`config.mk`:
```
export PLATFORM = sky130hd
export DESIGN_NAME = epc_mul
export DESIGN_NICKNAME = d
export VERILOG_FILES = /design/src/hdl/euler_pose_converter_core_defines.svh /design/src/hdl/epc_pkg.sv /design/src/hdl/epc_mul.sv
export SDC_FILE = /design/constraint.sdc
export NUM_CORES = 2
export LEC_CHECK = 0
export ABC_AREA = 1
export BUFFER_PORTS_ARGS = -buffer_cell sky130_fd_sc_hd__clkbuf_2
export CORE_ASPECT_RATIO = 1.75
export CORE_MARGIN = 2
export CORE_UTILIZATION = 65
export CTS_BUF_LIST = sky130_fd_sc_hd__clkbuf_16
export DETAILED_ROUTE_END_ITERATION = 8
export PLACE_DENSITY_LB_ADDON = 0.05
export SLEW_MARGIN = 20
export SYNTH_ARGS = -nofsm -noshare
export SYNTH_HDL_FRONTEND = slang
export SYNTH_SLANG_ARGS = --single-unit
```
`constraint.sdc`:
```
create_clock -name clock -period 12.1 [get_ports clock]
set_clock_uncertainty 0.1 [all_clocks]
set_input_delay 2.42 -clock clock [delete_from_list [all_inputs] [get_ports clock]]
set_output_delay 2.42 -clock clock [all_outputs]
set_load 0.01 [all_outputs]
```
`src/hdl/euler_pose_converter_core_defines.svh`:
```
// Assertion macros for the Euler pose converter.
// Included by the RTL files that carry concurrent checks.
`ifndef EULER_POSE_CONVERTER_CORE_DEFINES_SVH
`define EULER_POSE_CONVERTER_CORE_DEFINES_SVH
`ifndef SYNTHESIS
`define EPC_ASSERT_IMP(name, clk, rst, ante, cons) \
   name: assert property (@(posedge clk) disable iff (rst) (ante) |-> (cons)) \
      else $error("epc check failed");
`define EPC_ASSERT_NXT(name, clk, rst, ante, cons) \
   name: assert property (@(posedge clk) disable iff (rst) (ante) |=> (cons)) \
      else $error("epc check failed");
`else
`define EPC_ASSERT_IMP(name, clk, rst, ante, cons)
`define EPC_ASSERT_NXT(name, clk, rst, ante, cons)
`endif
`endif

```
`src/hdl/epc_pkg.sv`:
```
// Types, constants and the arctangent table of the Euler pose converter.
// No dependencies.
`default_nettype none
package epc_pkg;
   localparam int DP_W  = 36;
   localparam int MUL_W = 33;
   localparam int PRD_W = 2 * MUL_W;

   typedef logic signed [DP_W-1:0]  dp_type;
   typedef logic signed [MUL_W-1:0] mop_type;
   typedef logic signed [PRD_W-1:0] prd_type;

   localparam dp_type Q30_PI      = 36'sd3373259426;
   localparam dp_type Q30_HALF_PI = 36'sd1686629713;
   localparam dp_type Q30_GAIN    = 36'sd652032874;
   localparam logic signed [15:0] ONE_Q14 = 16'sd16384;
   localparam logic signed [15:0] PI_Q13  = 16'sd25736;

   typedef enum logic [3:0] {
      ST_IDLE, ST_SC_START, ST_SC_RUN, ST_MUL, ST_MUL_DRAIN, ST_OUT_ROWS,
      ST_RD_SQ, ST_RD_DRAIN, ST_SQRT_GO, ST_SQRT_WAIT, ST_AT_START, ST_AT_RUN,
      ST_RD_OUT
   } epc_state_type;

   typedef enum logic [3:0] {
      S_M0, S_T1, S_T2, S_M1A, S_M1B, S_M2A, S_M2B, S_M3,
      S_M4A, S_M4B, S_M5A, S_M5B, S_M7, S_M8
   } mul_step_type;

   typedef struct packed {
      logic   start;
      logic   vectoring;
      dp_type x;
      dp_type y;
      dp_type z;
   } cordic_req_type;

   function automatic dp_type atan_entry(input logic [4:0] idx);
      dp_type v;
      begin
         case (idx)
            5'd0:  v = 36'sh03243F6A8;
            5'd1:  v = 36'sh01DAC6705;
            5'd2:  v = 36'sh00FADBAFC;
            5'd3:  v = 36'sh007F56EA6;
            5'd4:  v = 36'sh003FEAB76;
            5'd5:  v = 36'sh001FFD55B;
            5'd6:  v = 36'sh000FFFAAA;
            5'd7:  v = 36'sh0007FFF55;
            5'd8:  v = 36'sh0003FFFEA;
            5'd9:  v = 36'sh0001FFFFD;
            5'd10: v = 36'sh0000FFFFF;
            5'd11: v = 36'sh00007FFFF;
            5'd12: v = 36'sh00003FFFF;
            5'd13: v = 36'sh00001FFFF;
            5'd14: v = 36'sh00000FFFF;
            5'd15: v = 36'sh000007FFF;
            5'd16: v = 36'sh000003FFF;
            5'd17: v = 36'sh000001FFF;
            5'd18: v = 36'sh000000FFF;
            5'd19: v = 36'sh0000007FF;
            5'd20: v = 36'sh0000003FF;
            5'd21: v = 36'sh0000001FF;
            5'd22: v = 36'sh0000000FF;
            5'd23: v = 36'sh00000007F;
            default: v = '0;
         endcase
         return v;
      end
   endfunction
endpackage
`default_nettype wire

```
`src/hdl/epc_mul.sv`:
```
// Shared signed multiplier with registered product.
// Depends on epc_pkg.
`default_nettype none
module epc_mul (
   input  wire              clock,
   input  epc_pkg::mop_type op_a,
   input  epc_pkg::mop_type op_b,
   output epc_pkg::prd_type prod_ff
);
   import epc_pkg::*;

   prd_type prod_in;

   assign prod_in = prd_type'(op_a) * prd_type'(op_b);

   always_ff @(posedge clock) begin
      prod_ff <= prod_in;
   end
endmodule
`default_nettype wire

```
# == Word level (Yosys, flattened, before mapping) ==
# Index checks and enable logic that the tools add are counted.
# op_classes
n_lt_le_gt_ge,0
shifts,0
n_eq_ne,0
n_mux,0
mul,1
add_sub_neg,0
reduce_logical,0
n_div,0
n_bitwise,0
# op_table
operator,count
$mul A33 B33 Y66,1
# totals
mem_count,0
register_bits,66
mem_bits_ro,0
ram_bits,0
out_inout_bits,66
word_cells,2
input_bits,67
latch_bits,0

# == Longest topological paths before layout ==
# depth
ltp_word,1
depth_mapped,34
mapped_depth_nobuf,32

# == Worst setup path before layout ==
# Ideal clock, no wire load.
# synth_timing
path_kind,input to register
start,input op_a[32]
end,register prod_ff[60]
required_time_ns,11.887
path_stages,23
setup_slack_ns,2.824
arrival_ns,9.063
setup_time_ns,0.113
cell_sequence,clkbuf_1 -> clkbuf_1 -> nand2_1 -> inv_1 -> fa_1 -> fa_1 -> fa_1 -> fa_1 -> inv_1 -> fa_1 -> fa_1 -> fa_1 -> fa_1 -> inv_1 -> ha_1 -> nand2_1 -> nor2_1 -> inv_1 -> nor3_1 -> nand2_1 -> and2_0 -> nand4_1 -> nand2_1
# synth_between
elab_chain_cells,1
# synth_rtl
item,line_no,source
start: declaration,epc_mul.sv:6,"input epc_pkg::mop_type op_a,"
$mul A33 B33 Y66,epc_mul.sv:14,assign prod_in = prd_type'(op_a) * prd_type'(op_b);
via prod_in[60],epc_mul.sv:12,prd_type prod_in;
end signal: assignment,epc_mul.sv:17,prod_ff <= prod_in;
end: declaration,epc_mul.sv:8,output epc_pkg::prd_type prod_ff
# The timed path passes the listed nets, and every way through them passes these cells.

# == Worst setup path after layout ==
# layout_timing
start,input op_b[13]
end,register prod_ff[57]
# layout_between
elab_chain_cells,1
# layout_rtl
item,line_no,source
start: declaration,epc_mul.sv:7,"input epc_pkg::mop_type op_b,"
$mul A33 B33 Y66,epc_mul.sv:14,
via prod_in[57],epc_mul.sv:12,
# The timed path passes the listed nets, and every way through them passes these cells.

==> run metrics <==
result of the run=finished clean; wire length of the first global-routing pass=around 210000 um; met2 Resource Use GR=0.753; Crit Path Class=primary input to flip-flop; final-report max-slew violation count=0; synth unique cells=32; biggest registers after layout=prod_ff (66); achievable clock frequency=around 100 MHz; fraction of final layout cells with drive strength greater than 1=0.0459; number of antenna-violating nets in the routed design=0; starting utilization of the core area=0.654; global placement routability congestion=1.01; measured slew at the worst slew-check pin=approximately 1.2 ns; Initial DRC Count=2490; quantity of gates resized following cts=0; fin worst setup slack=roughly 2.1 ns; overflow left after global routing=0; CTS HTree Levels=3; type of element capturing the critical path=flip-flop; number of input and output port buffers inserted=132; number of post-CTS setup repair buffers=0; Synth top area share=0.531; Placement Rows=between 100 and 150; endpoints failing setup=0; dpl ws=approximately 1.8 ns; met1 Use GR=0.436; detail-routed via count per cell=about 5.4; Critical path origin=op_b[13]; global-route total usage across every layer=0.434; met3 Track Usage GR=0.0800; CTS tree=done; Layout Cells excl Fill=6366; clock-pin slew of the registers on the worst-case setup and hold paths=0.07 ns; vertical die dimension=around 340 um; library cell with the largest summed area after synthesis=fa_1; area growth from synthesis to layout=3.28%; syn nets=about 7000; most common library cells after synthesis=inv_1 (1896), nand2_1 (1523), fa_1 (1145); critical path peak fanout=24; critical path launch point type=primary input; number of global-route vias before repair=between 30000 and 40000; worst endpoint data arrival time=10.14 ns; main flop type after synthesis=dfxtp_1; count of vias placed by the detailed router=around 34000; final std cell area, no fill=about 0.045 mm2; Core ar.=between 0.06 and 0.07 mm2; number of CTS-inserted buffers=9; adder and majority gate portion of the synthesized area=0.594; number of ports placed on the die boundary=roughly 130; data required time of the critical path=~12 ns; start point of the worst hold path=op_b[0]; layer with the highest usage=met2; worst slew margin relative to its limit=0.221; top-count cell post-synth=inv_1; fraction of the mapped netlist area in compound gates=0.0134; final sum of negative setup slack=0 ns; Die ar.=between 0.06 and 0.07 mm2; CTS hold repair buffers=0; DR WL/cell=between 20 and 25 um; deepest clock path buffer count=2; total standard cell area after synthesis=around 0.043 mm2; setup repair after global routing missed its margin=false; parity-gate share of the synthesized area counting xor and xnor cells=0.00791; basic-gate share of the synthesized area counting and, or, nand and nor cells=0.166; main combinational cell family by area after synthesis=adder cells; DRC violation count after routing=0; Tightest Hold Check Type=primary input to flip-flop; DRT Pass-1 Iters=6; crit path time final=between 10 and 15 ns; flip-flop count of the largest register, all copies and words added=66; multiplexer share of the synthesized area=0; register area share after synthesis=0.0306; overall routed net length=about 140000 um; Final nets=just under 7000; largest cells by area after synthesis=fa_1 (53%), inv_1 (16%), nand2_1 (13%); number of max-cap violations=0; Post-Syn Area per Cell=~8 um2; number of placed cells counting well taps=~6300; synthesis-stage register bit count=between 60 and 70; number of flops mapped to enable cells by yosys=0; post-detailed-placement cell area=between 0.04 and 0.05 mm2; count of synthesis-stage warnings from yosys=0; clk sinks=66; Chip Width=approximately 200 um; register ranked first by flip-flop count=prod_ff; Mapped Cells=around 5500; final hold violation count=0; proportion of synthesized flip-flops having asynchronous set or reset=0; Final period util=0.827; maximum number of pins on one net before global-route repair=34; initial antenna violation count=4; clock tree root buffer cell=clkbuf_16; HPWL reported at the end of detailed placement=113000 um
[layer usage]
layer,part of all wire,up-vias
li1,-,14800
met1,0.29,17000
met2,0.51,1711
met3,0.079,744
met4,0.12,2
met5,0.000058,-
[cells in the final DEF (no fill, tap or decap), drive strengths merged]
| master | instances |
|---|---|
| dfxtp | 66 |
| nor2 | 151 |
| a21o | 3 |
| nand3b | 4 |
| buf | 48 |
| a21oi | 64 |
| clkinv | 3 |
| o21ai | 24 |
| fa | 1145 |
| xor2 | 35 |
| clkinvlp | 2 |
| or2 | 6 |
| nor3 | 8 |
| xnor2 | 4 |
| clkbuf | 132 |
| nor4 | 5 |
| ha | 217 |
| o21bai | 12 |
| a21boi | 1 |
| nand2 | 1538 |
| bufinv | 1 |
| nand3 | 78 |
| diode | 4 |
| nand4 | 19 |
| inv | 1903 |
| and2 | 3 |
| o21a | 1 |
[worst max-delay path, cell delays in order]
cell	delay, ns
clkbuf_2	0.67
buf_4	0.33
nand2_1	0.13
fa_1	0.57
fa_1	0.87
fa_1	0.53
inv_1	0.40
fa_1	0.53
fa_1	0.57
fa_1	0.42
fa_1	0.51
inv_1	0.05
fa_1	0.49
inv_1	0.05
ha_1	0.45
nand2_1	0.14
nor2_1	0.22
nand3_1	0.17
nor2_1	0.19
o21ai_0	0.20
nand4_1	0.14
nand2_1	0.06
[path summary, 6_finish.rpt]
| path | endpoint | cells past startpoint |
|---|---|---|
| max | prod_ff[57] | 22 |
| min | prod_ff[0] | 4 |
[kinds of logic (layout without fill, tap and decap cells)]
family	after synthesis	after routing
DFF	66	66
and+or+nand+nor	1812	1812
buffers and inverters	2165	2089
xor gates and xnor gates	39	39
AOI/OAI and AO/OA	105	105
other	0	4
adders and majority gates	1362	1362
[stage by stage]
step | hold WS, ns | utilization
2_1_floorplan | 2.58 | -
3_3_place_gp | 2.71 | 0.670
3_5_place_dp | 2.71 | 0.670
4_1_cts | 2.76 | 0.675
5_1_grt | 2.78 | 0.676
6_report | 2.79 | 0.676
[area by class of cell]
cell class | count | area (um2)
well taps | 889 | 1110
fillers | 5864 | 21400
clock inverters | 7 | 78.8
diodes | 4 | 10.0
multi-input cells | 3318 | 33700
repair buffers | 171 | 973
inverters | 1902 | 7140
flip-flops and latches | 66 | 1320
clock buffers | 9 | 225
Power is left out: the tool's default activity adds up to more than one toggle a clock period on the data nets, which glitch-free logic cannot reach.
