$ cat config.mk
export PLATFORM = sky130hd
export DESIGN_NAME = epc_isqrt
export DESIGN_NICKNAME = d
export VERILOG_FILES = /design/src/hdl/euler_pose_converter_core_defines.svh /design/src/hdl/epc_pkg.sv /design/src/hdl/epc_isqrt.sv
export SDC_FILE = /design/constraint.sdc
export NUM_CORES = 1
export LEC_CHECK = 0
export CAP_MARGIN = 20
export CORE_MARGIN = 8
export CORE_UTILIZATION = 45
export CTS_CLUSTER_SIZE = 12
export DETAILED_ROUTE_END_ITERATION = 8
export DONT_BUFFER_PORTS = 1
export SLEW_MARGIN = 20
export SYNTH_ARGS = -nofsm -noshare
export SYNTH_HDL_FRONTEND = slang
export SYNTH_SLANG_ARGS = --single-unit
$ cat constraint.sdc
create_clock -name clock -period 9.2 [get_ports clock]
set_input_delay 1.84 -clock clock [delete_from_list [all_inputs] [get_ports clock]]
set_output_delay 1.84 -clock clock [all_outputs]
set_load 0.005 [all_outputs]
$ cat src/hdl/euler_pose_converter_core_defines.svh
// Assertion macros for the Euler pose converter.
// Included by the RTL files that carry concurrent checks.
`ifndef EULER_POSE_CONVERTER_CORE_DEFINES_SVH
`define EULER_POSE_CONVERTER_CORE_DEFINES_SVH
`ifndef SYNTHESIS
`define EPC_ASSERT_IMP(name, clk, rst, ante, cons) \
   name: assert property (@(posedge clk) disable iff (rst) (ante) |-> (cons)) \
      else $error("epc check failed");
`define EPC_ASSERT_NXT(name, clk, rst, ante, cons) \
   name: assert property (@(posedge clk) disable iff (rst) (ante) |=> (cons)) \
      else $error("epc check failed");
`else
`define EPC_ASSERT_IMP(name, clk, rst, ante, cons)
`define EPC_ASSERT_NXT(name, clk, rst, ante, cons)
`endif
`endif

$ cat src/hdl/epc_pkg.sv
// Types, constants and the arctangent table of the Euler pose converter.
// No dependencies.
`default_nettype none
package epc_pkg;
   localparam int DP_W  = 36;
   localparam int MUL_W = 33;
   localparam int PRD_W = 2 * MUL_W;

   typedef logic signed [DP_W-1:0]  dp_type;
   typedef logic signed [MUL_W-1:0] mop_type;
   typedef logic signed [PRD_W-1:0] prd_type;

   localparam dp_type Q30_PI      = 36'sd3373259426;
   localparam dp_type Q30_HALF_PI = 36'sd1686629713;
   localparam dp_type Q30_GAIN    = 36'sd652032874;
   localparam logic signed [15:0] ONE_Q14 = 16'sd16384;
   localparam logic signed [15:0] PI_Q13  = 16'sd25736;

   typedef enum logic [3:0] {
      ST_IDLE, ST_SC_START, ST_SC_RUN, ST_MUL, ST_MUL_DRAIN, ST_OUT_ROWS,
      ST_RD_SQ, ST_RD_DRAIN, ST_SQRT_GO, ST_SQRT_WAIT, ST_AT_START, ST_AT_RUN,
      ST_RD_OUT
   } epc_state_type;

   typedef enum logic [3:0] {
      S_M0, S_T1, S_T2, S_M1A, S_M1B, S_M2A, S_M2B, S_M3,
      S_M4A, S_M4B, S_M5A, S_M5B, S_M7, S_M8
   } mul_step_type;

   typedef struct packed {
      logic   start;
      logic   vectoring;
      dp_type x;
      dp_type y;
      dp_type z;
   } cordic_req_type;

   function automatic dp_type atan_entry(input logic [4:0] idx);
      dp_type v;
      begin
         case (idx)
            5'd0:  v = 36'sh03243F6A8;
            5'd1:  v = 36'sh01DAC6705;
            5'd2:  v = 36'sh00FADBAFC;
            5'd3:  v = 36'sh007F56EA6;
            5'd4:  v = 36'sh003FEAB76;
            5'd5:  v = 36'sh001FFD55B;
            5'd6:  v = 36'sh000FFFAAA;
            5'd7:  v = 36'sh0007FFF55;
            5'd8:  v = 36'sh0003FFFEA;
            5'd9:  v = 36'sh0001FFFFD;
            5'd10: v = 36'sh0000FFFFF;
            5'd11: v = 36'sh00007FFFF;
            5'd12: v = 36'sh00003FFFF;
            5'd13: v = 36'sh00001FFFF;
            5'd14: v = 36'sh00000FFFF;
            5'd15: v = 36'sh000007FFF;
            5'd16: v = 36'sh000003FFF;
            5'd17: v = 36'sh000001FFF;
            5'd18: v = 36'sh000000FFF;
            5'd19: v = 36'sh0000007FF;
            5'd20: v = 36'sh0000003FF;
            5'd21: v = 36'sh0000001FF;
            5'd22: v = 36'sh0000000FF;
            5'd23: v = 36'sh00000007F;
            default: v = '0;
         endcase
         return v;
      end
   endfunction
endpackage
`default_nettype wire

$ cat src/hdl/epc_isqrt.sv
// Iterative floor integer square root, one result bit in each of 16 passes.
// Depends on epc_pkg.
`default_nettype none
module epc_isqrt (
   input  wire         clock,
   input  wire         reset,
   input  wire         start,
   input  wire  [31:0] value,
   output logic        done,
   output logic [15:0] root
);
   import epc_pkg::*;

   logic [31:0] v_ff, v_in, r_ff, r_in, b_ff, b_in, rb;
   logic [3:0]  cnt_ff, cnt_in;
   logic        run_ff, run_in, done_ff, done_in;

   assign rb = r_ff + b_ff;

   always_comb begin
      v_in = v_ff; r_in = r_ff; b_in = b_ff;
      cnt_in = cnt_ff; run_in = run_ff; done_in = 1'b0;
      if (start) begin
         v_in = value; r_in = '0; b_in = 32'h4000_0000;
         cnt_in = '0; run_in = 1'b1;
      end else if (run_ff) begin
         if (v_ff >= rb) begin
            v_in = v_ff - rb;
            r_in = (r_ff >> 1) + b_ff;
         end else begin
            r_in = r_ff >> 1;
         end
         b_in = b_ff >> 2;
         cnt_in = cnt_ff + 4'd1;
         if (cnt_ff == 4'd15) begin
            run_in = 1'b0;
            done_in = 1'b1;
         end
      end
   end

   always_ff @(posedge clock) begin
      if (reset) begin
         run_ff <= 1'b0;
         done_ff <= 1'b0;
         cnt_ff <= '0;
      end else begin
         run_ff <= run_in;
         done_ff <= done_in;
         cnt_ff <= cnt_in;
      end
      v_ff <= v_in;
      r_ff <= r_in;
      b_ff <= b_in;
   end

   assign done = done_ff;
   assign root = r_ff[15:0];
endmodule
`default_nettype wire

# Yosys cells after proc, flatten, opt, wreduce, memory -nomap -nowiden
# Index checks and enable logic that the tools add are counted.
[totals]
inputBits = 35
out_inout_bits = 17
ff_bits = 86
word_cells = 26
[op_classes]
muxes = 8
bitwise = 1
n_reduce_logical = 5
n_addsub = 4
n_lt_le_gt_ge = 1
n_eq_ne = 1
[op_table]
columns = ["operator", "n"]
rows = [
  ["32-bit 2-to-1 mux", 4],
  ["31-bit by 31-bit adder with 32-bit output", 1],
  ["32-bit by 31-bit adder with 32-bit output", 1],
  ["32-bit greater-or-equal comparator", 1],
  ["32-bit subtractor", 1],
  ["4-bit by 1-bit adder with 4-bit output, second input constant", 1],
  ["4-bit == test, second input constant", 1],
  ["1-bit 2-to-1 mux", 4],
  ["2-bit nonzero test", 2],
  ["3-bit OR reduction", 1],
  ["2-bit AND reduction", 1],
  ["2-bit OR reduction", 1],
  ["1-bit inverter", 1],
]

# Longest topological paths before layout
# Gate-level depths: netlist (run 1).
[depth]
depth_word = 5
mapped_depth = 22

# Worst setup path after synthesis (run 1)
# Ideal clock, no wire load.
[synth_timing]
path_type = "register to register"
from = "register r_ff[2]"
to = "register v_ff[0], enable pin"
setup_slack_ps = 2661
n_path_buf = 2
path_stages_with_launch = 18
t_required_ps = 8734
synth_period_minus_slack_ps = 6539
t_arrival_ps = 6073
cell_sequence = "dfxtp_1 -> ha_1 -> a31oi_2 -> a211oi_1 -> a221o_1 -> a31o_2 -> a2111o_1 -> nand2_1 -> xnor2_1 -> ha_1 -> nand3_2 -> a211o_1 -> o21ba_2 -> o211ai_1 -> o221ai_2 -> buf_6 -> buf_2 -> o21ai_0"
[synth_via]
elab_chain_len = 4
[synth_lines]
columns = ["element", "line_no", "rtl"]
rows = [
  ["start, declared", "epc_isqrt.sv:14", "logic [31:0] v_ff, v_in, r_ff, r_in, b_ff, b_in, rb;"],
  ["start signal, assigned", "epc_isqrt.sv:53", "r_ff <= r_in;"],
  ["32-bit by 31-bit adder with 32-bit output", "epc_isqrt.sv:18", "assign rb = r_ff + b_ff;"],
  ["32-bit greater-or-equal comparator", "epc_isqrt.sv:27", "if (v_ff >= rb) begin"],
  ["2-bit nonzero test (no line)", "--", ""],
  ["2-bit AND reduction (no line)", "--", ""],
  ["end signal, assigned", "epc_isqrt.sv:52", "v_ff <= v_in;"],
  ["end, declared", "epc_isqrt.sv:14", ""],
]
# Every way passes these cells.
# A chain may end at the register's enable or synchronous reset.

# Final worst setup path (run 1)
[layout_timing]
from = "register r_ff[2]"
to = "register v_ff[20], enable pin"
# The elaborated chain is that of the path after synthesis.

==> results of run 1 <==
==> state kept, by name (all words and copies together), names as in the netlist <==
signal and cells:
b_ff 16, run_ff 1, v_ff 32, cnt_ff 4
done 1, r_ff 32
==> synth_stat cells, types with 3 or more instances <==
| library cell | instances |
|---|---|
| nor2b_1 | 7 |
| ha_1 | 67 |
| inv_1 | 29 |
| or3_1 | 11 |
| mux2_2 | 4 |
| o221a_2 | 5 |
| xnor2_1 | 32 |
| nor2_1 | 106 |
| and3_1 | 7 |
| a31o_2 | 4 |
| a311oi_1 | 11 |
| a211o_1 | 4 |
| a211oi_1 | 18 |
| buf_6 | 3 |
| a21o_1 | 17 |
| o21ai_0 | 82 |
| buf_2 | 6 |
| nor3_1 | 20 |
| o211ai_1 | 6 |
| nor4_1 | 3 |
| clkbuf_1 | 27 |
| nand2_1 | 91 |
| o21bai_1 | 9 |
| mux2i_1 | 24 |
| a31oi_1 | 20 |
| dfxtp_1 | 54 |
| o41ai_1 | 3 |
| nand3_1 | 13 |
| nand2b_1 | 9 |
| xor2_1 | 31 |
| and2_1 | 4 |
| edfxtp_1 | 32 |
| o31ai_1 | 6 |
| buf_1 | 3 |
| o21a_1 | 15 |
| a21oi_1 | 63 |
| buf_4 | 18 |
| a221oi_1 | 5 |
| nand4_1 | 8 |
==> logic make-up after synthesis <==
family,synth area share
AO/OA/AOI/OAI,0.268
XOR/XNOR,0.0742
adder cells (fa/ha/maj),0.115
buffers and inverters,0.0572
flip-flops,0.275
multiplexers,0.0384
AND/OR/NAND/NOR,0.172
==> how the worst max path moves through the flow <==
| stage | from | end | cells after the start |
|---|---|---|---|
| 6_report | r_ff[2] | v_ff[20] | 18 |
| 5_1_grt | r_ff[4] | v_ff[21] | 18 |
| 4_1_cts | r_ff[2] | v_ff[22] | 16 |
| 3_5_place_dp | r_ff[2] | v_ff[25] | 16 |
| 3_3_place_gp | r_ff[2] | v_ff[24] | 16 |
| 2_1_floorplan | r_ff[2] | v_ff[0] | 17 |
==> layout make-up <==
| type | count | share of cell area |
|---|---|---|
| multi-input cells | 744 | 0.644 |
| flip-flops and latches | 86 | 0.264 |
| well taps | 220 | 0.0355 |
| clock buffers | 11 | 0.0313 |
| inverters | 29 | 0.0141 |
| repair buffers | 4 | 0.00646 |
| clock inverters | 5 | 0.00436 |
==> power groups by stage <==
stage               registers (uW)  clock network [uW]  logic (uW)
floorplan                      537                   0         865
global placement               563                   0        1030
detailed placement             564                   0        1030
CTS                            556                 368        1030
global route                   565                 379        1160
finish                         554                 356        1050
==> per-stage QoR <==
step,std cells,power [uW]
4_1_cts,1098,1960
2_1_floorplan,917,1400
3_3_place_gp,1082,1590
5_1_grt,1099,2110
6_report,1099,1960
3_5_place_dp,1082,1590
==> layer usage <==
metal / vias to the layer above / GRT usage
met2: 144 / 0.305
met1: 3027 / 0.232
met4: 0 / 0.0559
met3: 15 / 0.0406
li1: 3279 / -
met5: - / 0
==> layout by cell type, fill, tap and decap left out, drive strengths merged, types with 3 or more instances in the layout <==
cell and instances:
nor2b 7, nor4 3, nand2b 9, dfxtp 54, a211o 4, or3 11
nor2 106, o21a 15, nand2 91, ha 67, a31oi 22, a311oi 11
nand3 15, o211ai 6, nor3 20, o221a 5, mux2 4, xnor2 32
clkinv 4, a31o 4, mux2i 24, o41ai 5, o21ai 84, inv 30
a21oi 64, a221oi 5, clkbuf 11, xor2 31, nand4 8, and2 4
edfxtp 32, a211oi 19, o21bai 9, buf 4, o31ai 7, a21o 17
and3 7
==> critical path, cell delays in order, from the launching register on <==
cell and delay [ps]:
dfxtp_1 460, ha_1 320, a31oi_2 260, a211oi_1 180
a221o_1 380, a31o_2 300, a21oi_1 270, o21ai_1 160
a31oi_1 230, xor2_1 170, ha_1 310, and2_1 210
a22o_1 240, o41ai_2 310, nand4_1 210, o221ai_4 170
buf_4 560, o21ai_4 260, buf_16 260
==> impl_results.md, run 1 <==
- Worst hold endpoint: b_ff[30]
- Mapped cell area: roughly 7400 um^2
- Final WS setup: ~3600 ps
- Switching Share: 0.438
- Area contributors post-synth: dfxtp_1 (15%), edfxtp_1 (13%), ha_1 (11%)
- Max-cap viol count: 0
- Sequential power share: 0.283
- 1st-pass router iterations: 5
- Top_reg_cell synth: dfxtp_1
- Starting Density: 0.455
- Crit Path Class: reg2reg
- Int Power: between 1000 and 1500 uW
- Clock power share: 0.182
- FMAX: 180 MHz
- Vias in the first global route: 5871
- Worst VDD drop: between 0.0001 and 0.00015 V
- Register bit total from synthesis: 86
- Setup violations, final: 0
- Final Critical Period: 5550 ps
- Syn_area_per_cell: 8.11 um^2
- Worst-Skew Late Latency: around 360 ps
- Max Transition Viols Final: 0
- Detail Route met3 WL: 1070 um
- Area of the die: roughly 21000 um^2
- Top-area cell type share of the netlist area: 0.145
- Final Core Density: 0.474
- Critical R2R Launch: r_ff[2]
- R2R setup slack: 3650 ps
- Syn nets: around 1000
- Num CTS Buffers: 9
- Number of synthesized flops with an enable pin: 32
- Worst-path clk slew: approximately 60 ps
- Synth warn: 0
- Post-Syn Instances: 917
- Leakage: approximately 0.0029 uW
- Skew final: 7.23 ps
- R2r endpoint: v_ff[20]
- # rows: 47
- Tcrit/Tclk final: 0.603
- Fillcell total: approximately 1700
- Crit start category: flop
- Initial antenna violation count: 0
- Worst slew margin: 0.466
- Final Wtd Congestion: 0.872
- Setup TNS Final: 0 ps
- Core area: 16300 um^2
- Post-DRT Antenna Nets: 0
- Wire per inst: 17.0 um
- First-pass GRT wire length: just over 30000 um
- Power density over the cells: about 250 nW/um^2
- Status: finished clean
- Worst Tran Pin Value: 802 ps
- Hold depth: 1
- Final HPWL DP: 13500 um
- Residual DRC: 0
- Combinational fraction of design power: 0.535
- I/O Pins: 52
- Die X: 145 um
- DP Worst Slack: 3500 ps
- Hold crit path type: reg2reg
- Switch Pwr: 858 uW
- Register area share after synthesis: 0.275
- Hold buffer count at cts: 0
- DP Area: 7440 um^2
- Hold_sp: b_ff[30]
- WL met2: 8780 um
- Reg2Reg Depth: 18
- Quantity of gates resized following cts: 0
- DR vias: approximately 6500
- Post-synth ARST share: 0
- CP arrival: 5660 ps
- Final Hold Vio Count: 0
- Yosys cell types: a little under 70
- Hold slack: 526 ps
- Diode count: 0
- Total grt overflow: 0
- Drt total wl: 18700 um
- Finished layout cell area: 7740 um^2
- Overall global routing resource usage: 0.183
- Port Buffers: 0
- Share of cells above drive strength 1: 0.0557
- H-tree depth: 3
- Crit. End Element: flop
- Clk buf depth: 2
- Syn-to-layout area delta: 4.16%
- Number of buffers added for setup after CTS: 0
- CTS root buffer: clkbuf_16
- Largest net degree at the start of global routing: 108
- Avg Vias per Cell: 5.88
- 1st-iter DRT viols: about 500
- Seq. cell area: slightly above 2000 um^2
- Area of the multi-input gates: 4990 um^2
- Unrepaired setup endpoints after global routing: no
- Max layer used: met4
- CTS sink count: 86
- Die H: 145 um
- Critical Path RT: between 9000 and 10000 ps
- CTS tree: yes
- Met1 WL: roughly 8600 um
- Nets: approximately 980
- Top cell type by total area after synthesis: dfxtp_1
- Crit Path Max Fanout: 66
Note: power is estimated with default switching activity, not from simulation.
==> run 2: changes to the inputs <==
==> constraint.sdc (replaced) <==
create_clock -name clock -period 4.9 [get_ports clock]
set_input_delay 0.98 -clock clock [delete_from_list [all_inputs] [get_ports clock]]
set_output_delay 0.98 -clock clock [all_outputs]
set_load 0.005 [all_outputs]
==> run 2 against run 1 <==
Via count rose by 3.6%; sequential share of layout area fell by 2.1 points; worst setup slack got worse by 3600 ps.
==> impl_results.md, run 2 (synthesis results as in run 1) <==
- Total grt overflow: 0 (unchanged)
- Share of cells above drive strength 1: 0.141 (+0.0854)
- Status: finished clean
- Final Wtd Congestion: 0.882 (+1.0%)
- Drt total wl: 20300 um (+8.5%)
- Syn-to-layout area delta: 13.7%
- Critical R2R Launch: b_ff[0]
- Skew final: 7.05 ps (-0.179 ps)
- Max Transition Viols Final: 0 (unchanged)
- Clk buf depth: 2 (unchanged)
- Avg Vias per Cell: 5.83 (-0.85%)
- Most frequent cells in the layout: nor2_1 (105), nand2_1 (89), o21ai_0 (71), ha_1 (63), a21oi_1 (59)
- Final HPWL DP: 14000 um (+4.2%)
- Setup TNS Final: 0 ps (unchanged)
- Post-DRT Antenna Nets: 0 (unchanged)
- Power density over the cells: 496 nW/um^2 (+96%)
- Crit Path Class: reg2reg
- FMAX: 207 MHz (+15%)
- Vias in the first global route: 6047 (+3.0%)
- Leakage: 0.00325 uW (+11%)
- H-tree depth: 3 (unchanged)
- Worst VDD drop: 0.000249 V (+100%)
- Hold buffer count at cts: 0 (unchanged)
- 1st-pass router iterations: 5 (unchanged)
- Crit path launch: b_ff[0]
- Wire per inst: 17.7 um (+3.9%)
- Tcrit/Tclk final: 0.985 (+0.381)
- Hold crit path type: reg2reg
- Worst-Skew Late Latency: 350 ps (about the same)
- # rows: 47 (unchanged)
- CTS sink count: 86 (unchanged)
- Critical Path RT: 4990 ps (-4320 ps)
- DR vias: 6696 (+3.6%)
- CP arrival: 4910 ps (-750 ps)
- Core area: 16300 um^2 (unchanged)
- Fillcell total: 1625 (-3.5%)
- R2R setup slack: 70 ps (-3570 ps)
- Worst slew margin: 0.437 (-0.0290)
- Residual DRC: 0 (unchanged)
- Max-cap viol count: 0 (unchanged)
- Overall global routing resource usage: 0.185 (+0.00214)
- Crit Path Max Fanout: 32 (-52%)
- Largest net degree at the start of global routing: 108 (unchanged)
- Initial antenna violation count: 0 (unchanged)
- 1st-iter DRT viols: 390 (-22%)
- CTS tree: yes
- Regs by FF count: r_ff: 32 flops, v_ff: 32 flops, b_ff: 16 flops
- Setup violations, final: 0 (unchanged)
- Starting Density: 0.455 (unchanged)
- Num CTS Buffers: 9 (unchanged)
- Area of the die: 20900 um^2 (unchanged)
- Port Buffers: 0 (unchanged)
- Die H: 145 um (unchanged)
- Crit start category: flop
- Diode count: 0 (unchanged)
- Unrepaired setup endpoints after global routing: yes
- Worst Tran Pin Value: 845 ps (+43.5 ps)
- Commonest non-fill, non-tap cell in the layout: nor2_1
- Final Core Density: 0.517 (+0.0432)
- Die X: 145 um (unchanged)
- Crit. End Element: flop
- CTS root buffer: clkbuf_16
- Final Hold Vio Count: 0 (unchanged)
- Hold_sp: cnt_ff[3]
- First-pass GRT wire length: 30900 um (+1.8%)
- Worst-path clk slew: 70 ps (about the same)
- I/O Pins: 52 (unchanged)
- Nets: 1026 (+5.0%)
- Final Critical Period: 4830 ps (-727 ps)
## run 2: cell count changes in the layout (fill, tap and decap cells not counted), sizes merged
cell      previous run  this run
buf                  4        48
clkbuf              11        15
clkinv               4         3
clkinvlp             0         1
inv                 30        31
## run 2: cell type report
class / instances / area [um^2] / share of cell area
Multi-Input combinational cell: 744 / 5190 / 0.614
Sequential cell: 86 / 2050 / 0.243
Timing Repair Buffer: 53 / 542 / 0.0641
Tap cell: 220 / 275 / 0.0326
Clock buffer: 10 / 239 / 0.0283
Inverter: 29 / 109 / 0.0129
Clock inverter: 6 / 45.0 / 0.00533
## run 2: routing by layer
metal,wire length [um],share of wire,GRT usage,vias up
met2,9820,0.48,0.311,133
met3,954,0.047,0.0436,29
met1,9180,0.45,0.229,3158
li1,-,-,-,3376
met4,361,0.018,0.0581,0
met5,0,0,0,-
## run 2: path summary, 6_finish.rpt
kind / endpoint / cells past startpoint
worst max-delay path: v_ff[27] / 20
worst min-delay path: done / 2
worst max register to register: v_ff[27] / 20
worst min register to register: done / 2
## run 2: worst max-delay path, stage by stage, from the launching register on
cell and delay [ps]:
dfxtp_4 350, ha_4 170, ha_4 160, a21o_1 180
a31oi_2 200, o21ai_2 100, o31a_1 320, a211o_1 360
a211o_1 350, nand2_1 90, xor2_1 160, ha_1 280
and2_4 160, a22o_1 230, o41ai_4 320, nand4_1 190
o221ai_4 330, buf_12 170, buf_4 120, o21ai_4 50
buf_12 200
## run 2: power by group
part	switching (uW)	internal, uW	leakage (uW)
logic	1360	1130	0.00234
registers	92.9	928	0.000764
clock network	316	361	0.000139
## run 2: metrics by stage
stage,std cells,hold slack (ps),setup slack [ps],total power [uW],cell area (um^2)
6_report,1148,520,74.7,4190,8450
3_5_place_dp,1109,513,38.1,3090,7680
3_3_place_gp,1109,520,122,3090,7680
4_1_cts,1125,527,3.64,3780,7960
2_1_floorplan,917,475,147,2630,7450
5_1_grt,1148,535,-113,4500,8450
## run 2: what timing repair did
action	in CTS	in global routing
resized for setup	0	56
setup buffers	0	16
setup endpoints to repair	0	64
==> run 3: changes to the inputs <==
==> constraint.sdc (replaced) <==
create_clock -name clock -period 3.9 [get_ports clock]
set_input_delay 0.78 -clock clock [delete_from_list [all_inputs] [get_ports clock]]
set_output_delay 0.78 -clock clock [all_outputs]
set_load 0.005 [all_outputs]
==> run 3 against run 2 <==
Maximum frequency increased by 4.0%; highest routed layer unchanged; non-clock buffer count increased by 168; power increased by 61%; the flow now finishes with violations (setup timing); sequential power increased by 26%; critical path depth decreased by 1; critical endpoint is now r_ff[11].
==> impl_results.md, run 3 (synthesis results as in run 1) <==
- Status: complete, but fails checks
- Failing checks: setup timing
- I/O Pins: 52 (unchanged)
- Leakage: 0.00420 uW (+29%)
- Crit. End Element: flop
- H-tree depth: 3 (unchanged)
- Max-cap viol count: 0 (unchanged)
- Area of the die: 20900 um^2 (unchanged)
- Worst-Skew Late Latency: 350 ps (about the same)
- Wire per inst: 17.4 um (-1.7%)
- FMAX: 216 MHz (+4.0%)
- 1st-iter DRT viols: 589 (+51%)
- Power density over the cells: 653 nW/um^2 (+32%)
- 1st-pass router iterations: 7 (+2)
- Max Transition Viols Final: 0 (unchanged)
- Final Wtd Congestion: 0.909 (+3.1%)
- Vias in the first global route: 7050 (+17%)
- Worst VDD drop: 0.000397 V (+60%)
- DR vias: 7410 (+11%)
- Final Core Density: 0.631 (+0.114)
- Core area: 16300 um^2 (unchanged)
- Residual DRC: 0 (unchanged)
- Final Hold Vio Count: 0 (unchanged)
- Starting Density: 0.455 (unchanged)
- CTS root buffer: clkbuf_16
- Tcrit/Tclk final: 1.19 (+0.205)
- Total grt overflow: 0 (unchanged)
- Final WS setup: -740 ps (-815 ps)
- Hold crit path type: in2reg
- Final HPWL DP: 15400 um (+9.6%)
- Syn-to-layout area delta: 38.7%
- Die H: 145 um (unchanged)
- Diode count: 0 (unchanged)
- Avg Vias per Cell: 5.63 (-3.5%)
- Clk buf depth: 2 (unchanged)
- Num CTS Buffers: 9 (unchanged)
- Initial antenna violation count: 0 (unchanged)
- First-pass GRT wire length: 35500 um (+15%)
- Setup violations, final: 77 (+77)
- CTS sink count: 86 (unchanged)
- Worst slew margin: 0.386 (-0.0504)
- Drt total wl: 22900 um (+13%)
- # rows: 47 (unchanged)
- Nets: 1194 (+16%)
- CP arrival: 4900 ps (about the same)
- Crit Path Class: reg2reg
- Critical Path RT: 4160 ps (-830 ps)
- Largest net degree at the start of global routing: 108 (unchanged)
- Die X: 145 um (unchanged)
- Crit Path Max Fanout: 7 (-78%)
- CTS tree: yes
- Hold slack: 490 ps (-29.8 ps)
- Skew final: 7.76 ps (+0.707 ps)
- Worst-path clk slew: 70 ps (about the same)
- Regs by FF count: r_ff: 32 flops, v_ff: 32 flops, b_ff: 16 flops
- Overall global routing resource usage: 0.215 (+0.0292)
- Crit start category: flop
- R2R setup slack: -740 ps (-820 ps)
- Final Critical Period: 4640 ps (-185 ps)
- Unrepaired setup endpoints after global routing: yes
- Commonest non-fill, non-tap cell in the layout: buf_4
- Share of cells above drive strength 1: 0.339 (+0.198)
- Post-DRT Antenna Nets: 0 (unchanged)
- Port Buffers: 0 (unchanged)
- Most frequent cells in the layout: buf_4 (180), nor2_1 (98), nand2_1 (88), ha_1 (60), o21ai_0 (48)
- Worst Tran Pin Value: 921 ps (+75.6 ps)
[run 3: cell count changes in the layout (fill, tap and decap cells not counted), sizes merged]
| cell | delta |
|---|---|
| inv | -1 |
| buf | +172 |
| clkinvlp | -1 |
| clkbuf | -2 |
[run 3: power breakdown]
| group | switching, uW | leakage, uW | internal (uW) | total, uW |
|---|---|---|---|---|
| clock network | 393 | 0.000142 | 474 | 866 |
| registers | 119 | 0.000766 | 1170 | 1290 |
| logic | 2220 | 0.00329 | 2360 | 4580 |
| total | 2740 | 0.00420 | 4000 | 6730 |
[run 3: path summary, 6_finish.rpt]
| kind | from | endpoint | depth (start not counted) |
|---|---|---|---|
| max | r_ff[4] | r_ff[11] | 19 |
| min | reset | run_ff | 1 |
| max reg2reg | r_ff[4] | r_ff[11] | 19 |
| min reg2reg | cnt_ff[2] | done | 2 |
[run 3: final cells by class]
type | count | area [um^2]
inverters | 29 | 109
repair buffers | 221 | 1940
flip-flops and latches | 86 | 2060
fillers | 1388 | 6040
clock buffers | 12 | 258
clock inverters | 4 | 28.8
well taps | 220 | 275
multi-input cells | 744 | 5640
[run 3: critical path, cell delays in order, from the launching register on]
cell,delay (ps)
dfxtp_4,360
ha_4,250
a211oi_4,230
a211oi_4,80
a221o_1,380
a31o_4,260
a2111o_1,480
nand2_2,110
xnor2_2,100
ha_4,310
nand3_2,80
a211o_1,240
o21ba_2,200
o211ai_1,240
o221ai_4,160
buf_12,160
buf_12,140
buf_6,130
or3_1,330
a311oi_1,280
[run 3: metrics by stage]
stage	worst slack, ps	power (uW)	cell area (um^2)	TNS (ps)	instances
2_1_floorplan	-660	3350	7560	-32610	917
5_1_grt	-913	7120	10300	-54090	1316
3_3_place_gp	-698	4690	8930	-42540	1262
3_5_place_dp	-789	4710	8930	-47590	1262
6_report	-740	6730	10300	-41080	1316
4_1_cts	-623	6370	9920	-36100	1309
[run 3: what timing repair did]
item,4_1_cts,5_1_grt
setup endpoints to repair,78,82
pin swaps,65,46
hold buffers,0,0
cloned,5,1
buffers inserted,27,12
resized for setup,93,87
[run 3: layer usage]
layer	global-route usage	vias to the layer above	wire length [um]
li1	-	3698	-
met1	0.301	3498	11300
met2	0.334	190	10300
met3	0.0281	24	998
met4	0.0641	0	349
met5	0	-	0
